--- config.mk ---
export PLATFORM = sky130hd
export DESIGN_NAME = sprite_blit_engine_unit
export DESIGN_NICKNAME = d
export VERILOG_FILES = /design/src/sbe_pkg.sv /design/src/sprite_blit_engine_unit.sv /design/src/sbe_raster.sv /design/src/sbe_addr.sv
export SDC_FILE = /design/constraint.sdc
export NUM_CORES = 1
export LEC_CHECK = 0
export ABC_AREA = 1
export ABC_CLOCK_PERIOD_IN_PS = 3430
export BUFFER_PORTS_ARGS = -buffer_cell sky130_fd_sc_hd__buf_4
export CAP_MARGIN = 0
export CORE_MARGIN = 4
export CORE_UTILIZATION = 39
export CTS_BUF_LIST = sky130_fd_sc_hd__clkbuf_16
export CTS_CLUSTER_SIZE = 16
export DETAILED_ROUTE_END_ITERATION = 6
export GPL_TIMING_DRIVEN = 0
export PLACE_DENSITY_LB_ADDON = 0.12
export SKIP_CTS_REPAIR_TIMING = 1
export SLEW_MARGIN = 5
export SYNTH_ARGS = -nofsm -noshare
export SYNTH_HDL_FRONTEND = slang
export SYNTH_SLANG_ARGS = --single-unit
export TNS_END_PERCENT = 1
--- constraint.sdc ---
create_clock -name i_clk -period 3.43 [get_ports i_clk]
set_clock_uncertainty 0.1 [all_clocks]
set_input_delay 0.686 -clock i_clk [delete_from_list [all_inputs] [get_ports i_clk]]
set_output_delay 0.686 -clock i_clk [all_outputs]
set_load 0.1 [all_outputs]
--- src/sbe_pkg.sv ---
`default_nettype none

package sbe_pkg;

    // Screen geometry of the target framebuffer.
    localparam int SCREEN_WIDTH  = 240;
    localparam int SCREEN_HEIGHT = 320;

    // Field widths of the item interfaces.
    localparam int COORD_W      = 11;
    localparam int SIZE_W       = 8;
    localparam int COLOR_W      = 16;
    localparam int FRAME_ADDR_W = 17;

    // Internal widths; X_W, Y_W and XY_W derive from the screen size.
    localparam int ORIGIN_W = 12;
    localparam int X_W      = $clog2(SCREEN_WIDTH);
    localparam int Y_W      = $clog2(SCREEN_HEIGHT);
    localparam int XY_W     = X_W + Y_W;
    localparam int CALC_W   = (XY_W > FRAME_ADDR_W) ? XY_W : FRAME_ADDR_W;

    typedef enum logic {
        CMD_START = 1'b0,
        CMD_PIXEL = 1'b1
    } t_command;

    // One framebuffer write on its way from the raster stage to the address stage.
    typedef struct packed {
        logic [X_W-1:0]     col;
        logic [Y_W-1:0]     row;
        logic [COLOR_W-1:0] color;
    } t_hit;

endpackage

`default_nettype wire

--- src/sprite_blit_engine_unit.sv ---
// Channel   Direction  Handshake          Payload
// input     in         i_valid / o_stall  command, origin, size, mode flags, color, opaque
// result    out        o_valid / i_stall  frame_address, write_color
//
// One item is accepted per clock while o_stall is low; a pixel that makes a
// write passes the raster register, then the address register, to the result.
// The path from the raster register to the result register holds the one
// row-times-width multiplier, which sets the clock budget of the block.
// Reset is synchronous on i_rst_n and clears the draw state and both valids.
// The input stalls only when both the raster register and the result
// register hold writes and the result side is stalling.
`default_nettype none

module sprite_blit_engine_unit (
    input  wire logic                             i_clk,
    input  wire logic                             i_rst_n,
    input  wire logic                             i_valid,
    output logic                                  o_stall,
    input  wire logic                             i_command,
    input  wire logic [sbe_pkg::COORD_W-1:0]      i_dest_x,
    input  wire logic [sbe_pkg::COORD_W-1:0]      i_dest_y,
    input  wire logic [sbe_pkg::SIZE_W-1:0]       i_sprite_width,
    input  wire logic [sbe_pkg::SIZE_W-1:0]       i_sprite_height,
    input  wire logic                             i_mirror_x,
    input  wire logic                             i_anchor_bottom,
    input  wire logic                             i_center_horizontal,
    input  wire logic                             i_center_vertical,
    input  wire logic [sbe_pkg::COLOR_W-1:0]      i_pixel_color,
    input  wire logic                             i_pixel_opaque,
    output logic                                  o_valid,
    input  wire logic                             i_stall,
    output logic [sbe_pkg::FRAME_ADDR_W-1:0]      o_frame_address,
    output logic [sbe_pkg::COLOR_W-1:0]           o_write_color
);
    import sbe_pkg::*;

    logic s1_valid;
    t_hit s1;
    logic advance;
    logic take;
    logic accept;

    // The raster register can load whenever it is empty or moving on, so a
    // waiting result blocks the input only while the raster register holds a write.
    assign take    = !s1_valid || advance;
    assign o_stall = !take;
    assign accept  = i_valid && take;

    // Draw state, raster position, mirroring, anchoring and screen clipping.
    sbe_raster u_raster (
        .i_clk               (i_clk),
        .i_rst_n             (i_rst_n),
        .i_accept            (accept),
        .i_take              (take),
        .i_command           (i_command),
        .i_dest_x            (i_dest_x),
        .i_dest_y            (i_dest_y),
        .i_sprite_width      (i_sprite_width),
        .i_sprite_height     (i_sprite_height),
        .i_mirror_x          (i_mirror_x),
        .i_anchor_bottom     (i_anchor_bottom),
        .i_center_horizontal (i_center_horizontal),
        .i_center_vertical   (i_center_vertical),
        .i_pixel_color       (i_pixel_color),
        .i_pixel_opaque      (i_pixel_opaque),
        .o_s1_valid          (s1_valid),
        .o_s1                (s1)
    );

    // Framebuffer address and the result register.
    sbe_addr u_addr (
        .i_clk           (i_clk),
        .i_rst_n         (i_rst_n),
        .i_s1_valid      (s1_valid),
        .i_s1            (s1),
        .i_stall         (i_stall),
        .o_advance       (advance),
        .o_valid         (o_valid),
        .o_frame_address (o_frame_address),
        .o_write_color   (o_write_color)
    );

endmodule

`default_nettype wire

--- src/sbe_raster.sv ---
`default_nettype none

module sbe_raster (
    input  wire logic                         i_clk,
    input  wire logic                         i_rst_n,
    input  wire logic                         i_accept,
    input  wire logic                         i_take,
    input  wire logic                         i_command,
    input  wire logic [sbe_pkg::COORD_W-1:0]  i_dest_x,
    input  wire logic [sbe_pkg::COORD_W-1:0]  i_dest_y,
    input  wire logic [sbe_pkg::SIZE_W-1:0]   i_sprite_width,
    input  wire logic [sbe_pkg::SIZE_W-1:0]   i_sprite_height,
    input  wire logic                         i_mirror_x,
    input  wire logic                         i_anchor_bottom,
    input  wire logic                         i_center_horizontal,
    input  wire logic                         i_center_vertical,
    input  wire logic [sbe_pkg::COLOR_W-1:0]  i_pixel_color,
    input  wire logic                         i_pixel_opaque,
    output logic                              o_s1_valid,
    output sbe_pkg::t_hit                     o_s1
);
    import sbe_pkg::*;

    logic                       r_active;
    logic signed [ORIGIN_W-1:0] r_origin_x;
    logic signed [ORIGIN_W-1:0] r_origin_y;
    logic [SIZE_W-1:0]          r_width;
    logic [SIZE_W-1:0]          r_height;
    logic                       r_mirror;
    logic [SIZE_W-1:0]          r_col;
    logic [SIZE_W-1:0]          r_row;
    logic                       r_s1_valid;
    t_hit                       r_s1;

    logic                       start;
    logic                       pixel;
    logic signed [ORIGIN_W-1:0] dest_x_ext;
    logic signed [ORIGIN_W-1:0] dest_y_ext;
    logic [ORIGIN_W-1:0]        x_shift;
    logic [ORIGIN_W-1:0]        y_shift;
    logic [SIZE_W-1:0]          dx;
    logic signed [ORIGIN_W-1:0] sx;
    logic signed [ORIGIN_W-1:0] sy;
    logic                       in_x;
    logic                       in_y;
    logic                       col_last;
    logic                       row_last;
    logic                       n_hit_valid;
    t_hit                       n_hit;

    assign start = i_accept && (i_command == CMD_START);
    assign pixel = i_accept && (i_command == CMD_PIXEL) && r_active;

    // Anchor shifts; vertical centering wins over bottom anchoring.
    assign dest_x_ext = {i_dest_x[COORD_W-1], i_dest_x};
    assign dest_y_ext = {i_dest_y[COORD_W-1], i_dest_y};
    assign x_shift = i_center_horizontal ?
                     ORIGIN_W'(i_sprite_width[SIZE_W-1:1]) : '0;
    always_comb begin
        if (i_center_vertical) begin
            y_shift = ORIGIN_W'(i_sprite_height[SIZE_W-1:1]);
        end else if (i_anchor_bottom) begin
            y_shift = ORIGIN_W'(i_sprite_height);
        end else begin
            y_shift = '0;
        end
    end

    // Screen position of the current source pixel.
    assign dx = r_mirror ? (r_width - SIZE_W'(1) - r_col) : r_col;
    assign sx = r_origin_x + $signed(ORIGIN_W'(dx));
    assign sy = r_origin_y + $signed(ORIGIN_W'(r_row));
    assign in_x = !sx[ORIGIN_W-1] && (sx < $signed(ORIGIN_W'(SCREEN_WIDTH)));
    assign in_y = !sy[ORIGIN_W-1] && (sy < $signed(ORIGIN_W'(SCREEN_HEIGHT)));

    assign col_last = ({1'b0, r_col} + 9'd1) >= {1'b0, r_width};
    assign row_last = ({1'b0, r_row} + 9'd1) >= {1'b0, r_height};

    assign n_hit_valid = pixel && i_pixel_opaque && in_x && in_y;
    assign n_hit.col   = sx[X_W-1:0];
    assign n_hit.row   = sy[Y_W-1:0];
    assign n_hit.color = i_pixel_color;

    always_ff @(posedge i_clk) begin
        if (!i_rst_n) begin
            r_active   <= 1'b0;
            r_origin_x <= '0;
            r_origin_y <= '0;
            r_width    <= '0;
            r_height   <= '0;
            r_mirror   <= 1'b0;
            r_col      <= '0;
            r_row      <= '0;
        end else if (start) begin
            r_origin_x <= dest_x_ext - $signed(x_shift);
            r_origin_y <= dest_y_ext - $signed(y_shift);
            r_width    <= i_sprite_width;
            r_height   <= i_sprite_height;
            r_mirror   <= i_mirror_x;
            r_col      <= '0;
            r_row      <= '0;
            r_active   <= (i_sprite_width != '0) && (i_sprite_height != '0);
        end else if (pixel) begin
            if (col_last) begin
                r_col <= '0;
                if (row_last) begin
                    r_row    <= '0;
                    r_active <= 1'b0;
                end else begin
                    r_row <= r_row + SIZE_W'(1);
                end
            end else begin
                r_col <= r_col + SIZE_W'(1);
            end
        end
    end

    always_ff @(posedge i_clk) begin
        if (!i_rst_n) begin
            r_s1_valid <= 1'b0;
        end else if (i_take) begin
            r_s1_valid <= n_hit_valid;
        end
    end

    always_ff @(posedge i_clk) begin
        if (i_take) begin
            r_s1 <= n_hit;
        end
    end

    assign o_s1_valid = r_s1_valid;
    assign o_s1       = r_s1;

endmodule

`default_nettype wire

--- src/sbe_addr.sv ---
`default_nettype none

module sbe_addr (
    input  wire logic                             i_clk,
    input  wire logic                             i_rst_n,
    input  wire logic                             i_s1_valid,
    input  wire sbe_pkg::t_hit                    i_s1,
    input  wire logic                             i_stall,
    output logic                                  o_advance,
    output logic                                  o_valid,
    output logic [sbe_pkg::FRAME_ADDR_W-1:0]      o_frame_address,
    output logic [sbe_pkg::COLOR_W-1:0]           o_write_color
);
    import sbe_pkg::*;

    logic                    r_valid;
    logic [FRAME_ADDR_W-1:0] r_addr;
    logic [COLOR_W-1:0]      r_color;
    logic [CALC_W-1:0]       addr_full;

    // Row times screen width plus column, kept to the address field width.
    assign addr_full = CALC_W'(i_s1.row) * CALC_W'(SCREEN_WIDTH) + CALC_W'(i_s1.col);

    assign o_advance = !r_valid || !i_stall;

    always_ff @(posedge i_clk) begin
        if (!i_rst_n) begin
            r_valid <= 1'b0;
        end else if (o_advance) begin
            r_valid <= i_s1_valid;
        end
    end

    always_ff @(posedge i_clk) begin
        if (o_advance && i_s1_valid) begin
            r_addr  <= addr_full[FRAME_ADDR_W-1:0];
            r_color <= i_s1.color;
        end
    end

    assign o_valid         = r_valid;
    assign o_frame_address = r_addr;
    assign o_write_color   = r_color;

endmodule

`default_nettype wire

== Word-level counts from Yosys, hierarchy flattened ==
Cells that the tools add are included.
Word-level totals
  bits in registers: 126
  word-level logic and storage cells: 70
Operators by class
  add/sub/neg operators: 11
  bitwise gates (word level): 2
  magnitude comparators: 4
  multipliers: 1
  reduce and logical (&&, ||, !) cells: 27
  multiplexer cells: 10
Operators with widths (count)
  two-way mux 8 bit: 5
  adder 12 x 9 -> 12 bit: 2
  adder 8 x 1 -> 9 bit (second input constant): 2
  >= comparator 9 x 8 -> 1 bit: 2
  adder 17 x 8 -> 17 bit: 1
  adder 8 x 1 -> 8 bit (second input constant): 2
  nonzero test 8 bit: 2
  multiplier 9 x 4 -> 13 bit (second input constant): 1
  less-than comparator 12 x 10 -> 1 bit (second input constant): 1
  less-than comparator 12 x 9 -> 1 bit (second input constant): 1
  subtractor 11 x 8 -> 12 bit: 1
  subtractor 11 x 9 -> 12 bit: 1
  logical AND 1 bit: 11
  subtractor 8 x 1 -> 8 bit (second input constant): 1
  subtractor 8 bit: 1
  two-way mux 7 bit: 1
  logical NOT 1 bit: 6
  nonzero test 2 bit: 3
  two-way mux 1 bit: 4
  AND reduction 3 bit: 1
  logical OR 1 bit: 2
  inverter 1 bit: 2
  AND reduction 2 bit: 1
  OR reduction 2 bit: 1

== Logic depth before layout (Yosys ltp) ==
  word-level depth: 9
  gate-level depth with buffers: 26

== Hierarchy ==
Synthesis repeated with hierarchy kept, for this count alone.
Second synthesis, totals
  cells, all modules: 1068
  area, all modules: 8488.1 sq um
Modules (own cells, without submodules)
  sbe_raster: area each 6074.6 sq um, cells each 817, times used 1
  sbe_addr: area each 2393.5 sq um, cells each 246, times used 1
  sprite_blit_engine_unit: area each 20.0 sq um, cells each 5, times used 1

== Least setup slack after synthesis ==
OpenSTA, ideal clock, no wires.
  kind: flip-flop to flip-flop
  start: register u_raster.r_s1, in the netlist u_raster.o_s1[18]
  end: register u_addr.r_addr[16] (netlist: u_addr.o_frame_address[16]) (data pin)
  path buffers: 0
  required time: 3.078 ns
  stages on the path, launching flop included: 18
  library setup time: 0.252 ns
  arrival time: 3.195 ns
  path slack: -0.118 ns
  clock period less this slack: 3.548 ns
  cell sequence: edfxtp_1 fa_1 inv_1 fa_1 fa_1 inv_1 ha_1 nand3_1 nand2_1 nand2_1 nor2_2 nand2_2 nor2_4 nand2_2 nor2_4 nand2_1 nand2_1 nand2_1
On the way
  word-level cells in the longest chain between the ends: 2
Ends and longest elaborated chain
  start, declared: line sbe_raster.sv:33  | t_hit r_s1;
  start signal, assigned: line sbe_raster.sv:128  | r_s1 <= n_hit;
  multiplier 9 x 4 -> 13 bit: line sbe_addr.sv:22  | assign addr_full = CALC_W'(i_s1.row) * CALC_W'(SCREEN_WIDTH) + CALC_W'(i_s1.col);
  adder 17 x 8 -> 17 bit: line sbe_addr.sv:22
  named net u_addr.addr_full[16]: line sbe_addr.sv:19  | logic [CALC_W-1:0] addr_full;
  end signal, assigned: line sbe_addr.sv:36  | r_addr <= addr_full[FRAME_ADDR_W-1:0];
  end, declared: line sbe_addr.sv:17  | logic [FRAME_ADDR_W-1:0] r_addr;
The timed path passes the listed nets, and every way through them passes these cells.
A chain may end at the register's enable or synchronous reset.

== Final worst setup path ==
Same ends and word-level chain as after synthesis.

==> results.ini <==
[final_layout]
final_common_cell=nand2_1
final_area_mm2=0.0101
nNetsFinal=1299
area_delta_synth_final_pct=21.8
diodes=0
n_fill_cell=2129
fin_cells=1425
final_cell_mix=nand2_1 (228), inv_1 (168), buf_4 (101), ha_1 (74), nor2_1 (73)
drive_above_1_share_pct=14.9

[sta]
slew_viol_final=0
relSlewSlack_pct=62.9
fin_ws_ns=-0.211
min_period_over_period_pct=106
max_clock_freq_ghz=0.275
grt_setup_unrepaired=yes
tightest_slew_ns=0.557
finalHoldWorstSlack_ns=0.319
finalHoldViolations=0
min_period_ns=3.64
report.final.setup_viol=3

[floorplanning]
die_w_um=154
io_pins=99
die_y_um=154
dieArea_mm2=0.0237
initial_core_util_pct=39.6
coreArea_mm2=0.0210
num_rows=53

[place]
hpwl_mm=15.0
placed_cell_area_mm2=0.00944
place_congestion=0.824
place_ws_ns=-0.340
placedCellCount=1391
portBuffers=97

[power_and_ir_drop]
p_clk_share_pct=40.8
peakVddDrop_mv=0.235
power.share.switching_pct=31.5
p_leak_nw=4.96
combPwrFrac_pct=19.8
pwr_density_cell_mw_per_mm2=435
seq_power_share_pct=39.5
p_int_mw=3.01
p_switching_mw=1.38
p_total_mw=4.39

[setup_path]
crit_end=u_addr.o_frame_address[16]
required_ns=3.51
critPathLaunchType=flip-flop
cp.arrival_ns=3.72
r2r_cells=17
startpoint=u_raster.o_s1[18]
cp_max_fo=4
critical_path_class=flip-flop to flip-flop
regToRegEndpoint=u_addr.o_frame_address[16]
r2r_setup_slack_ns=-0.21
end_kind=flip-flop
r2r_start=u_raster.o_s1[18]

[synthesis]
avgSynthCellArea_um2=8.15
ys_ff_latch=126
yosysSeqAreaShare_pct=38.4
synth_edf_count=66
ys.flop_type=edfxtp_1
ys_warn_count=0
ys_types=45
syn_inst=1017
synthArstFlopShare_pct=0
synth_fp_nets=1179
synth_area_mm2=0.00829

[cts]
cts_max_level=4
cts.sinks=126
cts_buffer_depth=2
clk_latency_ns=0.43
tritoncts=done
cts-root-buf=clkbuf_16
cts_buffers=17
clkTransAtPathRegs_ns=0.06

[grt]
grt_max_degree=24
grt_pass1_wl_mm=31.2
antenna_found_initial=0
grt_usage_pct=16.2
first_global_vias=6478
grt_remaining_overflow=0

[routing]
via_count=6767
drt_iter0_markers=283
wire_per_inst_um=13.1
ant_nets=0
drc=0
viasPerCell=4.75
finalWirelength_mm=18.7
dr.pass1.iters=5

[run_status]
violations=setup timing
outcome=complete, but fails checks

[flow_run]
cap_violations=0

[min_path]
min_path_type=flip-flop to flip-flop

cells by family after synthesis:
family | count (synthesis) | synth area share, %
AO/OA/AOI/OAI | 148 | 10.1
adder cells (fa/ha/maj) | 98 | 16.7
XOR/XNOR | 41 | 4.60
AND/OR/NAND/NOR | 423 | 21.9
flip-flops | 126 | 38.4
buffers and inverters | 181 | 8.33
synth_stat cells (7+ instances only):
cell | instances | area share, %
nand3b_1 | 10 | 0.91
nand3_1 | 62 | 3.7
o22ai_1 | 10 | 0.75
nor3_1 | 16 | 0.97
ha_1 | 77 | 12
nand4_1 | 11 | 0.83
nand2_1 | 232 | 11
a21oi_1 | 58 | 3.5
o211ai_1 | 7 | 0.63
fa_1 | 21 | 5.1
edfxtp_1 | 66 | 24
inv_1 | 168 | 7.6
nor2_1 | 75 | 3.4
dfxtp_1 | 60 | 14
xnor2_1 | 8 | 0.85
xor2_1 | 30 | 3.2
o21ai_0 | 48 | 2.9
worst min-delay path by stage:
stage                                 start                         to  cells past startpoint
after floorplan           u_raster.o_s1[25]  u_addr.o_frame_address[0]                      0
after global placement    u_raster.o_s1[13]   u_addr.o_write_color[13]                      0
after detailed placement  u_raster.o_s1[15]   u_addr.o_write_color[15]                      0
after CTS                 i_pixel_color[12]          u_raster.o_s1[12]                      1
after global routing       i_pixel_color[7]           u_raster.o_s1[7]                      1
final                     u_raster.o_s1[15]   u_addr.o_write_color[15]                      0
power by group through the flow:
stage / combinational [mW] / clock, mW / sequential (mW)
finish: 0.867 / 1.79 / 1.73
global route: 0.999 / 1.90 / 1.74
CTS: 0.860 / 1.84 / 1.73
detailed placement: 0.851 / 0 / 1.77
global placement: 0.840 / 0 / 1.76
floorplan: 0.631 / 0 / 1.76
final cells by class:
class                      count  area [µm²]  share of cell area, %
clock buffer                  17         425                   4.21
inverter                     171         642                   6.36
clock inverter                15         170                   1.69
sequential                   126        3180                   31.5
timing repair buffer         101         798                   7.91
tap                          275         344                   3.41
buffer                        10        48.8                  0.483
multi-input combinational    710        4480                   44.4
stage by stage:
step,setup TNS [ns],utilization [%]
final,-0.472,48.2
after global routing,-1.79,48.2
after CTS,-1.12,47.9
after detailed placement,-1.10,45.1
after global placement,-16.90,44.7
after floorplan,-0.249,-
metal layers:
layer | GRT usage, % | share of wire, %
met4 | 4.71 | 1.4
met1 | 22.4 | 49
met2 | 25.9 | 44
met3 | 3.10 | 5.1
met5 | 0 | 0
flip-flops by register name, indices dropped and copies added, names as in the netlist:
signal	cells
u_raster.r_width	8
u_addr.o_write_color	16
u_raster.o_s1_valid	1
u_raster.r_active	1
u_addr.o_valid	1
u_addr.o_frame_address	17
u_raster.r_origin_x	12
u_raster.r_height	8
u_raster.r_row	8
u_raster.r_col	8
u_raster.r_mirror	1
u_raster.r_origin_y	12
u_raster.o_s1	33
worst max-delay path, stage by stage (launching register included):
cell	delay [ns]
edfxtp_1	0.49
fa_1	0.57
inv_1	0.05
fa_1	0.47
fa_1	0.50
inv_1	0.06
ha_4	0.28
nand3_1	0.08
nand2_2	0.11
nand2_2	0.07
nor2_4	0.13
nand2_2	0.07
nor2_4	0.10
nand2_2	0.07
nor2_4	0.11
nand2_1	0.06
nand2_1	0.05
nand2_1	0.04
Power figures use the tool's default switching activity.
